===== src/sv/w64cl_pkg.sv =====
// Types, constants and GUID tables shared by the Wave64 fmt chunk locator.
`default_nettype none

package w64cl_pkg;

  typedef enum logic [2:0] {
    PH_RIFF_GUID  = 3'd0,
    PH_RIFF_SIZE  = 3'd1,
    PH_WAVE_GUID  = 3'd2,
    PH_CHUNK_GUID = 3'd3,
    PH_CHUNK_SIZE = 3'd4,
    PH_SKIP       = 3'd5
  } phase_e;

  typedef enum logic [2:0] {
    ST_FOUND       = 3'd0,
    ST_BAD_RIFF    = 3'd1,
    ST_BAD_WAVE    = 3'd2,
    ST_SHORT_CHUNK = 3'd3,
    ST_STREAM_END  = 3'd4
  } status_e;

  typedef struct packed {
    status_e     status;
    logic [63:0] payload_offset;
    logic [63:0] payload_len;
  } result_t;

  localparam int unsigned InDataW  = 8;
  localparam int unsigned OutDataW = 136;

  // Chunk header: 16-byte GUID plus 64-bit size.
  localparam logic [63:0] HdrBytes  = 64'd24;
  localparam logic [63:0] AlignMask = 64'd7;

  localparam logic [7:0] GuidRiff [16] = '{
    8'h72, 8'h69, 8'h66, 8'h66, 8'h2E, 8'h91, 8'hCF, 8'h11,
    8'hA5, 8'hD6, 8'h28, 8'hDB, 8'h04, 8'hC1, 8'h00, 8'h00
  };
  localparam logic [7:0] GuidWave [16] = '{
    8'h77, 8'h61, 8'h76, 8'h65, 8'hF3, 8'hAC, 8'hD3, 8'h11,
    8'h8C, 8'hD1, 8'h00, 8'hC0, 8'h4F, 8'h8E, 8'hDB, 8'h8A
  };
  localparam logic [7:0] GuidFmt [16] = '{
    8'h66, 8'h6D, 8'h74, 8'h20, 8'hF3, 8'hAC, 8'hD3, 8'h11,
    8'h8C, 8'hD1, 8'h00, 8'hC0, 8'h4F, 8'h8E, 8'hDB, 8'h8A
  };

  function automatic logic [7:0] guid_byte(phase_e ph, logic [3:0] idx);
    logic [7:0] val;
    case (ph)
      PH_RIFF_GUID: val = GuidRiff[idx];
      PH_WAVE_GUID: val = GuidWave[idx];
      default:      val = GuidFmt[idx];
    endcase
    return val;
  endfunction

endpackage

`default_nettype wire


===== src/sv/w64cl_parser.sv =====
// Byte-at-a-time Wave64 header and chunk walker with its parse state.
`default_nettype none

module w64cl_parser
  import w64cl_pkg::*;
(
  input  wire logic       clk_i,
  input  wire logic       rst_ni,
  input  wire logic       fire_i,
  input  wire logic [7:0] data_byte_i,
  input  wire logic       start_of_file_i,
  input  wire logic       end_of_file_i,
  output logic            res_valid_o,
  output result_t         res_o
);

  phase_e      phase_q, phase_d, phase_c;
  logic [4:0]  cnt_q, cnt_d, cnt_c;
  logic        match_q, match_d, match_c;
  logic [63:0] acc_q, acc_d, acc_c;
  logic [63:0] off_q, off_d, off_c;
  logic [63:0] cstart_q, cstart_d, cstart_c;
  logic [63:0] skip_q, skip_d, skip_c;
  logic        resolved_q, resolved_d, resolved_c;

  logic [3:0]  idx;
  logic [2:0]  idx3;
  logic        byte_match;
  logic [63:0] size_full;
  logic [63:0] skip_len;
  logic        have_status;

  always_comb begin
    // A start-of-file beat restarts the parse before its own byte is taken.
    phase_c    = start_of_file_i ? PH_RIFF_GUID : phase_q;
    cnt_c      = start_of_file_i ? 5'd0 : cnt_q;
    match_c    = start_of_file_i ? 1'b1 : match_q;
    acc_c      = start_of_file_i ? 64'd0 : acc_q;
    off_c      = start_of_file_i ? 64'd0 : off_q;
    cstart_c   = start_of_file_i ? 64'd0 : cstart_q;
    skip_c     = start_of_file_i ? 64'd0 : skip_q;
    resolved_c = start_of_file_i ? 1'b0 : resolved_q;

    phase_d    = phase_c;
    cnt_d      = cnt_c;
    match_d    = match_c;
    acc_d      = acc_c;
    off_d      = off_c;
    cstart_d   = cstart_c;
    skip_d     = skip_c;
    resolved_d = resolved_c;

    idx        = cnt_c[3:0];
    idx3       = cnt_c[2:0];
    byte_match = (data_byte_i == guid_byte(phase_c, idx));
    size_full  = acc_c | ({56'd0, data_byte_i} << {idx3, 3'b000});
    skip_len   = ((size_full + AlignMask) & ~AlignMask) - HdrBytes;

    have_status         = 1'b0;
    res_o.status        = ST_STREAM_END;
    res_o.payload_offset = 64'd0;
    res_o.payload_len    = 64'd0;

    if (!resolved_c) begin
      case (phase_c)
        PH_RIFF_GUID, PH_WAVE_GUID, PH_CHUNK_GUID: begin
          if (phase_c == PH_CHUNK_GUID && idx == 4'd0) begin
            cstart_d = off_c;
          end
          match_d = match_c & byte_match;
          cnt_d   = {1'b0, idx} + 5'd1;
          if (idx == 4'd15) begin
            cnt_d = 5'd0;
            if (phase_c == PH_RIFF_GUID) begin
              if (!match_d) begin
                have_status  = 1'b1;
                res_o.status = ST_BAD_RIFF;
              end else begin
                phase_d = PH_RIFF_SIZE;
              end
              match_d = 1'b1;
            end else if (phase_c == PH_WAVE_GUID) begin
              if (!match_d) begin
                have_status  = 1'b1;
                res_o.status = ST_BAD_WAVE;
              end else begin
                phase_d = PH_CHUNK_GUID;
              end
              match_d = 1'b1;
            end else begin
              // The match flag is carried into the size field.
              phase_d = PH_CHUNK_SIZE;
              acc_d   = 64'd0;
            end
          end
        end
        PH_RIFF_SIZE: begin
          cnt_d = {2'b00, idx3} + 5'd1;
          if (idx3 == 3'd7) begin
            cnt_d   = 5'd0;
            phase_d = PH_WAVE_GUID;
            match_d = 1'b1;
          end
        end
        PH_CHUNK_SIZE: begin
          acc_d = size_full;
          cnt_d = {2'b00, idx3} + 5'd1;
          if (idx3 == 3'd7) begin
            cnt_d = 5'd0;
            acc_d = 64'd0;
            // A short size is an error even when the GUID is fmt.
            if (size_full < HdrBytes) begin
              have_status  = 1'b1;
              res_o.status = ST_SHORT_CHUNK;
            end else if (match_c) begin
              have_status          = 1'b1;
              res_o.status         = ST_FOUND;
              res_o.payload_offset = cstart_c + HdrBytes;
              res_o.payload_len    = size_full - HdrBytes;
            end else begin
              skip_d  = skip_len;
              phase_d = (skip_len == 64'd0) ? PH_CHUNK_GUID : PH_SKIP;
            end
            match_d = 1'b1;
          end
        end
        PH_SKIP: begin
          skip_d = skip_c - 64'd1;
          if (skip_d == 64'd0) begin
            phase_d = PH_CHUNK_GUID;
          end
        end
        default: begin
        end
      endcase

      off_d = off_c + 64'd1;

      // A result completed by the last byte takes precedence over end of stream.
      if (!have_status && end_of_file_i) begin
        have_status  = 1'b1;
        res_o.status = ST_STREAM_END;
      end
      if (have_status) begin
        resolved_d = 1'b1;
      end
    end

    res_valid_o = fire_i & have_status;
  end

  always_ff @(posedge clk_i or negedge rst_ni) begin
    if (!rst_ni) begin
      phase_q    <= PH_RIFF_GUID;
      cnt_q      <= 5'd0;
      match_q    <= 1'b1;
      acc_q      <= 64'd0;
      off_q      <= 64'd0;
      cstart_q   <= 64'd0;
      skip_q     <= 64'd0;
      resolved_q <= 1'b0;
    end else if (fire_i) begin
      phase_q    <= phase_d;
      cnt_q      <= cnt_d;
      match_q    <= match_d;
      acc_q      <= acc_d;
      off_q      <= off_d;
      cstart_q   <= cstart_d;
      skip_q     <= skip_d;
      resolved_q <= resolved_d;
    end
  end

  a_result_resolves: assert property (@(posedge clk_i) disable iff (!rst_ni)
    res_valid_o |=> resolved_q)
    else $error("parser not marked resolved after a result");

  a_quiet_when_resolved: assert property (@(posedge clk_i) disable iff (!rst_ni)
    (fire_i && resolved_q && !start_of_file_i) |-> !res_valid_o)
    else $error("second result within one file");

  a_error_fields_zero: assert property (@(posedge clk_i) disable iff (!rst_ni)
    (res_valid_o && res_o.status != ST_FOUND) |->
      (res_o.payload_offset == 64'd0 && res_o.payload_len == 64'd0))
    else $error("error result carries nonzero payload fields");

endmodule

`default_nettype wire


===== src/sv/w64cl_out_reg.sv =====
// Result register that holds one finished result until the sink takes it.
`default_nettype none

module w64cl_out_reg
  import w64cl_pkg::*;
(
  input  wire logic    clk_i,
  input  wire logic    rst_ni,
  input  wire logic    load_i,
  input  wire result_t res_i,
  output logic         ready_o,
  output logic         valid_o,
  input  wire logic    take_i,
  output result_t      res_o
);

  logic    valid_q;
  result_t res_q;

  assign ready_o = !valid_q || take_i;
  assign valid_o = valid_q;
  assign res_o   = res_q;

  always_ff @(posedge clk_i or negedge rst_ni) begin
    if (!rst_ni) begin
      valid_q <= 1'b0;
    end else if (load_i) begin
      valid_q <= 1'b1;
    end else if (take_i) begin
      valid_q <= 1'b0;
    end
  end

  always_ff @(posedge clk_i) begin
    if (load_i) begin
      res_q <= res_i;
    end
  end

endmodule

`default_nettype wire


===== src/sv/wave64_fmt_chunk_locator.sv =====
// Top level of the Wave64 fmt chunk locator: input register, parser, result register.
`default_nettype none

// Takes a Wave64 file as one byte per beat and gives one result per file: the
// offset and size of the fmt payload, or an error code (bad RIFF GUID, bad WAVE
// GUID, chunk size under 24, stream ended). Mark the first byte of a file with
// tuser and the last with tlast; bytes after a file's result are dropped until
// the next start. One byte is taken every cycle unless a full block stalls it; a
// beat lands in the input register, is parsed from there once the result register is
// ready, and a result it completes is registered before the output shows it. A stalled
// sink backs up into tready only once the input and result registers are both full.

module wave64_fmt_chunk_locator
  import w64cl_pkg::*;
(
  input  wire logic                clk_i,
  input  wire logic                rst_ni,
  input  wire logic                s_tvalid_i,
  output logic                     s_tready_o,
  input  wire logic [InDataW-1:0]  s_tdata_i,   // [7:0] data_byte
  input  wire logic                s_tuser_i,   // [0] start_of_file
  input  wire logic                s_tlast_i,   // end_of_file
  output logic                     m_tvalid_o,
  input  wire logic                m_tready_i,
  output logic [OutDataW-1:0]      m_tdata_o    // [2:0] status, [66:3] payload_offset,
                                                // [130:67] payload_len, [135:131] zero
);

  logic       in_valid_q;
  logic [7:0] in_byte_q;
  logic       in_sof_q;
  logic       in_eof_q;

  logic       out_ready;
  logic       advance;
  logic       res_valid;
  result_t    res;
  result_t    out_res;

  assign advance    = in_valid_q && out_ready;
  assign s_tready_o = !in_valid_q || out_ready;

  always_ff @(posedge clk_i or negedge rst_ni) begin
    if (!rst_ni) begin
      in_valid_q <= 1'b0;
    end else if (s_tready_o) begin
      in_valid_q <= s_tvalid_i;
    end
  end

  always_ff @(posedge clk_i) begin
    if (s_tready_o && s_tvalid_i) begin
      in_byte_q <= s_tdata_i;
      in_sof_q  <= s_tuser_i;
      in_eof_q  <= s_tlast_i;
    end
  end

  w64cl_parser u_parser (
    .clk_i           (clk_i),
    .rst_ni          (rst_ni),
    .fire_i          (advance),
    .data_byte_i     (in_byte_q),
    .start_of_file_i (in_sof_q),
    .end_of_file_i   (in_eof_q),
    .res_valid_o     (res_valid),
    .res_o           (res)
  );

  w64cl_out_reg u_out_reg (
    .clk_i   (clk_i),
    .rst_ni  (rst_ni),
    .load_i  (res_valid),
    .res_i   (res),
    .ready_o (out_ready),
    .valid_o (m_tvalid_o),
    .take_i  (m_tready_i),
    .res_o   (out_res)
  );

  assign m_tdata_o = {5'd0, out_res.payload_len, out_res.payload_offset, out_res.status};

  a_stalled_beat_held: assert property (@(posedge clk_i) disable iff (!rst_ni)
    (in_valid_q && !out_ready) |=> (in_valid_q && $stable(in_byte_q)))
    else $error("buffered input beat lost while stalled");

  a_result_reaches_port: assert property (@(posedge clk_i) disable iff (!rst_ni)
    res_valid |=> m_tvalid_o)
    else $error("parser result not presented at the output");

  a_no_result_overwrite: assert property (@(posedge clk_i) disable iff (!rst_ni)
    res_valid |-> (!m_tvalid_o || m_tready_i))
    else $error("result register overwritten before it was taken");

endmodule

`default_nettype wire


===== config.mk =====
export PLATFORM = sky130hd
export DESIGN_NAME = wave64_fmt_chunk_locator
export DESIGN_NICKNAME = d
export VERILOG_FILES = /design/src/sv/w64cl_pkg.sv /design/src/sv/w64cl_parser.sv /design/src/sv/w64cl_out_reg.sv /design/src/sv/wave64_fmt_chunk_locator.sv
export SDC_FILE = /design/constraint.sdc
export NUM_CORES = 1
export LEC_CHECK = 0
export ABC_AREA = 1
export BUFFER_PORTS_ARGS = -buffer_cell sky130_fd_sc_hd__buf_2
export CAP_MARGIN = 20
export CORE_MARGIN = 2
export CORE_UTILIZATION = 41
export CTS_BUF_LIST = sky130_fd_sc_hd__clkbuf_2
export CTS_CLUSTER_SIZE = 12
export DETAILED_ROUTE_END_ITERATION = 10
export PLACE_DENSITY = 0.53
export SYNTH_ARGS = -nofsm -noshare
export SYNTH_HDL_FRONTEND = slang
export SYNTH_HIERARCHICAL = 1
export SYNTH_SLANG_ARGS = --single-unit
export TNS_END_PERCENT = 5

===== constraint.sdc =====
create_clock -name clk_i -period 12 [get_ports clk_i]
set_input_delay 1.8 -clock clk_i [delete_from_list [all_inputs] [get_ports clk_i]]
set_output_delay 1.8 -clock clk_i [all_outputs]
set_load 0.01 [all_outputs]

==> Word-level counts from Yosys, hierarchy flattened <==
Memory sizes are Yosys's and may differ from the RTL's.
Index checks and enable logic that the tools add are counted.
{ "totals": {"ff_bits": 409, "mem_bits_ro": 384, "in_bits": 14, "output_inout_bits": 138, "elab_cells": 142, "memories": 3} }
{ "op_classes": {"addsub": 8, "magnitude_cmp": 2, "eq_ne": 8, "n_shift": 1, "n_mux": 79, "bitwise": 7, "reduce_logical": 18} }
{ "mem_list": {"columns": ["name", "depth", "word_bits", "read_ports", "rd_clocked_by_memory_dff", "write_ports", "line", "source"], "rows": [
  ["(name not given)", 16, 8, 1, 0, 0, "w64cl_pkg.sv:53", "PH_WAVE_GUID: val = GuidWave[idx];"],
  ["(name not given)", 16, 8, 1, 0, 0, "w64cl_pkg.sv:52", "PH_RIFF_GUID: val = GuidRiff[idx];"],
  ["(name not given)", 16, 8, 1, 0, 0, "w64cl_pkg.sv:54", "default: val = GuidFmt[idx];"]
]} }
{ "ops": {"columns": ["operator", "n"], "rows": [
  ["$mux W64", 17],
  ["$mux W131", 2],
  ["$pmux W64 S2", 2],
  ["$logic_not A64 Y1", 2],
  ["$mux W128", 1],
  ["$sub A64 B5 Y64 const B", 2],
  ["$add A64 B1 Y64 const B", 1],
  ["$add A64 B3 Y64 const B", 1],
  ["$add A64 B5 Y64 const B", 1],
  ["$lt A64 B5 Y1 const B", 1],
  ["$or A64 B64 Y64", 1],
  ["$shl A8 B6 Y64", 1],
  ["$sub A64 B1 Y64 const B", 1],
  ["$mux W3", 19],
  ["$mux W8", 6],
  ["$mux W1", 22],
  ["$mux W5", 4],
  ["$pmux W8 S2", 1],
  ["$pmux W3 S4", 1],
  ["$pmux W5 S2", 1],
  ["$eq A3 B3 Y1 const B", 3],
  ["$eq A8 B8 Y1", 1],
  ["$eq A3 B2 Y1 const B", 2],
  ["$pmux W3 S2", 1],
  ["18 further kinds", 29]
]} }

==> Longest topological paths before layout <==
{ "logic_depth": {"depth_word": 21, "depth_mapped": 33, "depth_no_buf": 32} }

==> Modules after synthesis <==
Netlist, hierarchy kept.
{ "modules_own_cells": {"columns": ["mod", "instances", "cells_per_inst", "area_per_inst_um2"], "rows": [
  ["w64cl_parser", 1, 4718, 27797.9],
  ["w64cl_out_reg", 1, 136, 3978.8],
  ["wave64_fmt_chunk_locator", 1, 24, 394.1]
]} }

==> Worst setup path before layout <==
Ideal clock, no wire load.
{ "synth_path": {"path_type": "register to register", "startpoint": "reg in_sof_q", "endpoint": "reg u_out_reg.res_q (netlist bit u_out_reg/res_o[0]) (enable)", "arrival_time_ns": 8.388, "t_required_ns": 11.376, "slack_ns": 2.988, "stages_incl_launch_ff": 17, "n_path_buf": 4, "synth_period_minus_slack_ns": 9.012, "path_cell_list": "edfxtp_1 -> buf_6 -> buf_6 -> buf_2 -> buf_4 -> nor2_1 -> clkinv_1 -> a21oi_1 -> nor2_1 -> a221oi_1 -> xor2_1 -> nor2_1 -> and2_1 -> inv_2 -> a22o_1 -> o21ai_1 -> nor2_1"} }
{ "synth_between": {"elab_chain_cells": 20, "elab_cells_between_ends": 43, "cone_classes": "1 x order compare; 6 x eq/ne; 1 x shift; 24 x mux; 4 x bitwise; 4 x reduce/logical; 3 x memory"} }
{ "synth_rtl": {"columns": ["element", "line", "source"], "rows": [
  ["start, declared", "wave64_fmt_chunk_locator.sv:31", "logic in_sof_q;"],
  ["start signal, assigned", "wave64_fmt_chunk_locator.sv:54", "in_sof_q <= s_tuser_i;"],
  ["$mux W5", "w64cl_parser.sv:36", "cnt_c = start_of_file_i ? 5'd0 : cnt_q;"],
  ["$not A4 Y5 (not written as such)", "w64cl_pkg.sv:52, w64cl_pkg.sv:53, w64cl_pkg.sv:54", null],
  ["$mem_v2 Z16 W8, on equally long branches", null, null],
  ["$mux W8, on equally long branches (2 in a row)", "w64cl_pkg.sv:54, w64cl_pkg.sv:52, w64cl_pkg.sv:53", null],
  ["$pmux W8 S2", "w64cl_pkg.sv:51", "case (ph)"],
  ["$eq A8 B8 Y1", "w64cl_parser.sv:55", "byte_match = (data_byte_i == guid_byte(phase_c, idx));"],
  ["$and A1 B1 Y1", "w64cl_parser.sv:70", "match_d = match_c & byte_match;"],
  ["$mux W1", "w64cl_parser.sv:75, w64cl_parser.sv:83", null],
  ["(+4 left out)", null, null],
  ["$mux W1", "w64cl_parser.sv:64", "if (!resolved_c) begin"],
  ["$logic_not A1 Y1", "w64cl_parser.sv:140", "if (!have_status && end_of_file_i) begin"],
  ["$logic_and A1 B1 Y1", "w64cl_parser.sv:140", null],
  ["$mux W1", "w64cl_parser.sv:140", null],
  ["$mux W1", "w64cl_parser.sv:64", null],
  ["$mux W1 (*)", "w64cl_parser.sv:64", null],
  ["$and A1 B1 Y1 (*)", "w64cl_parser.sv:149", "res_valid_o = fire_i & have_status;"],
  ["via res_valid", "wave64_fmt_chunk_locator.sv:36", "logic res_valid;"],
  ["end signal, assigned", "w64cl_out_reg.sv:36", "res_q <= res_i;"],
  ["end, declared", "w64cl_out_reg.sv:18", "result_t res_q;"]
]} }
Mark *: on every way through the listed nets, which the timed path passes. The rest lies on a longest branch. The select of a mux whose other input is x is not followed.
A chain may end at the register's enable or synchronous reset.

==> Final worst setup path <==
{ "layout_path": {"startpoint": "reg in_sof_q", "endpoint": "reg u_out_reg.res_q (netlist bit u_out_reg/res_o[19]) (data pin)"} }
{ "layout_between": {"elab_chain_cells": 5, "elab_cells_between_ends": 15, "cone_classes": "1 x add/sub; 1 x order compare; 2 x eq/ne; 1 x shift; 5 x mux; 4 x bitwise; 1 x reduce/logical"} }
{ "layout_rtl": {"columns": ["element", "line", "source"], "rows": [
  ["$mux W5", "w64cl_parser.sv:36", null],
  ["$shl A8 B6 Y64", "w64cl_parser.sv:56", "size_full = acc_c | ({56'd0, data_byte_i} << {idx3, 3'b000});"],
  ["$or A64 B64 Y64", "w64cl_parser.sv:56", null],
  ["$lt A64 B5 Y1", "w64cl_parser.sv:112", "if (size_full < HdrBytes) begin"],
  ["$reduce_or A5 Y1 (no line)", null, null]
]} }
Parallel ways exist; a longest one is shown, timed or not.

==> metrics <==
multi-input logic area approximately 18000 um2; reg2reg end u_out_reg/res_o[19]; hold path cells 2; # IOs 152; GP Congestion 1.02; post-synthesis async set-or-reset flop share between 60% and 70%; Nets 5031; FF-to-FF path depth 20; TritonCTS Buffers 117; vias per cell 5.50; critical path class flip-flop to flip-flop; YS warnings 6; max-cap violation count 0; r2r setup slk 5.25 ns; GRT overflow 0; CP max FO 57; CTS HTree Levels 3; RR Startpoint in_sof_q; fin. max-slew vios 0; Setup violations, final 0; Post-CTS Hold Buffers 0; #FFs+latches synth 408; routed len/inst 21.9 um; Clock Skews about 0.11 ns; Final HPWL DP 100000 um; routed length on met3 8320 um; Layout area overhead 8.52%; Final ANT Viol Nets 0; RSZ-0062 raised after global routing false; vias in the first global route 32.9k; LEAKAGE 15.8 nW; fillers 8533; std cell rows 102; syn_area_per_cell 6.60 um2; nature of the critical path startpoint flip-flop; top routing layer in use met5; Final Non-Filler Cells 6147; Starting Density 41.5%; Port Buffers 146; worst path arrival time between 7 and 8 ns; CP Data Required Time ~13 ns; total wire length 135000 um; clk buf depth 3; Design Power about 4.9 mW; CTS Root Buffer Type clkbuf_2; Total Die Area ~81000 um2; share of cells above drive strength 1 11.7%; largest net degree at the start of global routing 134; Global Route Usage Sum 32.9%; register area share after synthesis about a third; Post-synth EDFFs 141; Least-Margin Pin Slew between 1 and 1.5 ns; Die X approximately 280 um; most frequent cells in the layout 1048 x nand2_1, 832 x nor2_1, 687 x inv_1; Final Hold Fails 0; Core Area around 78000 um2; finished layout cell area 34900 um2; routed via count 33.8k; Cell variety after synth 69; worst vdd ir 0.0956 mV; worst skew pair latency 1.23 ns; Synth Instances roughly 4.9k; # resized after CTS 0; min-delay worst type flip-flop to flip-flop; Setup TNS Final 0 ns; Synth Flop Type dfrtp_1; Pwr Density 142 nW/um2; utilization after layout 45.0%; CP endpoint kind flip-flop; achievable clock frequency about 150 MHz; initial DRC count around 3.2k; fin crit share between 50% and 60%; initial antenna violation count 4; Met2 Routed Length 62700 um; most common cell after layout, fill and taps aside nand2_1; Cell Area, Synth 32200 um2; status complete, no violations; Min-Delay Endpoint u_parser/skip_q[0]; # DRC 0; FF+latch area between 10000 and 15000 um2; Sink Count 408; First-pass DRT Iterations 6; slew margin rel. 24.8%; Cells after DPL 5927; Clock transition at path regs 0.09 ns; global-route wire length before repair 203000 um; fin crit period around 6.7 ns; met1 wire length 57400 um; Area after DPL ~34000 um2; Post-CTS Setup Inserts 0; Vert. Die Dim around 280 um; CTS tree yes; hold_sp u_parser/skip_q[0]
-- kinds of logic (layout without fill, tap and decap cells) --
logic type | count (synthesis) | after routing | synth area share [%]
XOR/XNOR | 174 | 174 | 4.74
adder cells (fa/ha/maj) | 9 | 9 | 0.350
other | 1 | 8 | 0.0117
flip-flops | 408 | 408 | 33.9
buffers and inverters | 892 | 1114 | 10.9
AO/OA/AOI/OAI | 783 | 783 | 14.4
AND/OR/NAND/NOR | 2611 | 2611 | 35.6
-- registers in the layout, indices dropped and copies added, names as in the netlist, 3 cells and up --
register	flops
u_parser/skip_q	64
u_parser/cstart_q	64
in_byte_q	8
u_parser/cnt_q	4
u_parser/acc_q	64
u_out_reg/res_o	131
u_parser/off_q	64
u_parser/phase_q	3
-- synthesized netlist by cell type, types with 48 or more instances --
master,n,area [um2]
nand4_1,75,469
nand2_2,48,300
nor4_1,56,350
inv_1,690,2590
nor3_1,95,475
edfxtp_1,141,4230
xor2_1,147,1290
nor2_1,837,3140
nor2_2,56,350
nand2_1,1048,3930
nand3_1,310,1550
dfrtp_1,266,6660
o21ai_0,325,1630
clkbuf_1,119,447
a21oi_1,221,1110
-- critical path, stage by stage (launching register included) --
cell and delay (ns):
edfxtp_1 0.44, inv_4 0.26, buf_4 0.65, nand2_2 0.18, nor2_1 0.30, inv_2 0.21, o21ai_1 0.65, nor2_1 0.14
nand2_1 0.21, nor2_1 0.10, nand2_1 0.17, nor2_1 0.14, a21oi_4 0.15, buf_4 0.52, inv_1 0.13, nor2_1 0.24
inv_1 0.14, nor2_4 0.11, clkinv_2 0.54, buf_4 0.58, nor3_1 0.53
-- report_power, final --
part / total (mW) / switching (mW) / internal (mW) / leakage (nW)
clock network: 1.10 / 0.684 / 0.412 / 0.836
registers: 1.69 / 0.106 / 1.58 / 4.89
logic: 2.16 / 1.60 / 0.563 / 10.0
-- per-stage QoR --
| stage | hold slack (ns) | setup slack, ns |
|---|---|---|
| 3_3_place_gp | 0.462 | 5.43 |
| 4_1_cts | 0.488 | 5.25 |
| 6_report | 0.483 | 5.25 |
| 3_5_place_dp | 0.465 | 5.35 |
| 5_1_grt | 0.503 | 4.77 |
| 2_1_floorplan | 0.449 | 2.99 |
-- how the worst max path moves through the flow --
| stage | startpoint | endpoint | slack [ns] | depth (start not counted) |
|---|---|---|---|---|
| detailed placement | in_sof_q | u_out_reg/res_o[20] | 5.35 | 20 |
| CTS | in_sof_q | u_out_reg/res_o[19] | 5.25 | 20 |
| floorplan | in_sof_q | u_out_reg/res_o[0] | 2.99 | 16 |
| global placement | in_sof_q | u_out_reg/res_o[19] | 5.43 | 20 |
| global route | in_sof_q | u_out_reg/res_o[21] | 4.77 | 20 |
| finish | in_sof_q | u_out_reg/res_o[19] | 5.25 | 20 |
-- layer usage --
| metal | vias to the layer above | GRT usage, % |
|---|---|---|
| met5 | - | 0 |
| met4 | 4 | 15.1 |
| met3 | 319 | 4.66 |
| met2 | 1244 | 54.2 |
| met1 | 16056 | 42.6 |
| li1 | 16200 | - |
-- final cells by class --
type,count,share of cell area (%)
tap,1040,3.73
antenna,3,0.0215
clock inverter,35,0.523
clock buffer,180,2.58
sequential,408,31.3
multi-input combinational,3582,51.0
inverter,713,7.71
timing repair buffer,186,3.15
No activity file was read; power rests on OpenSTA's default activity.
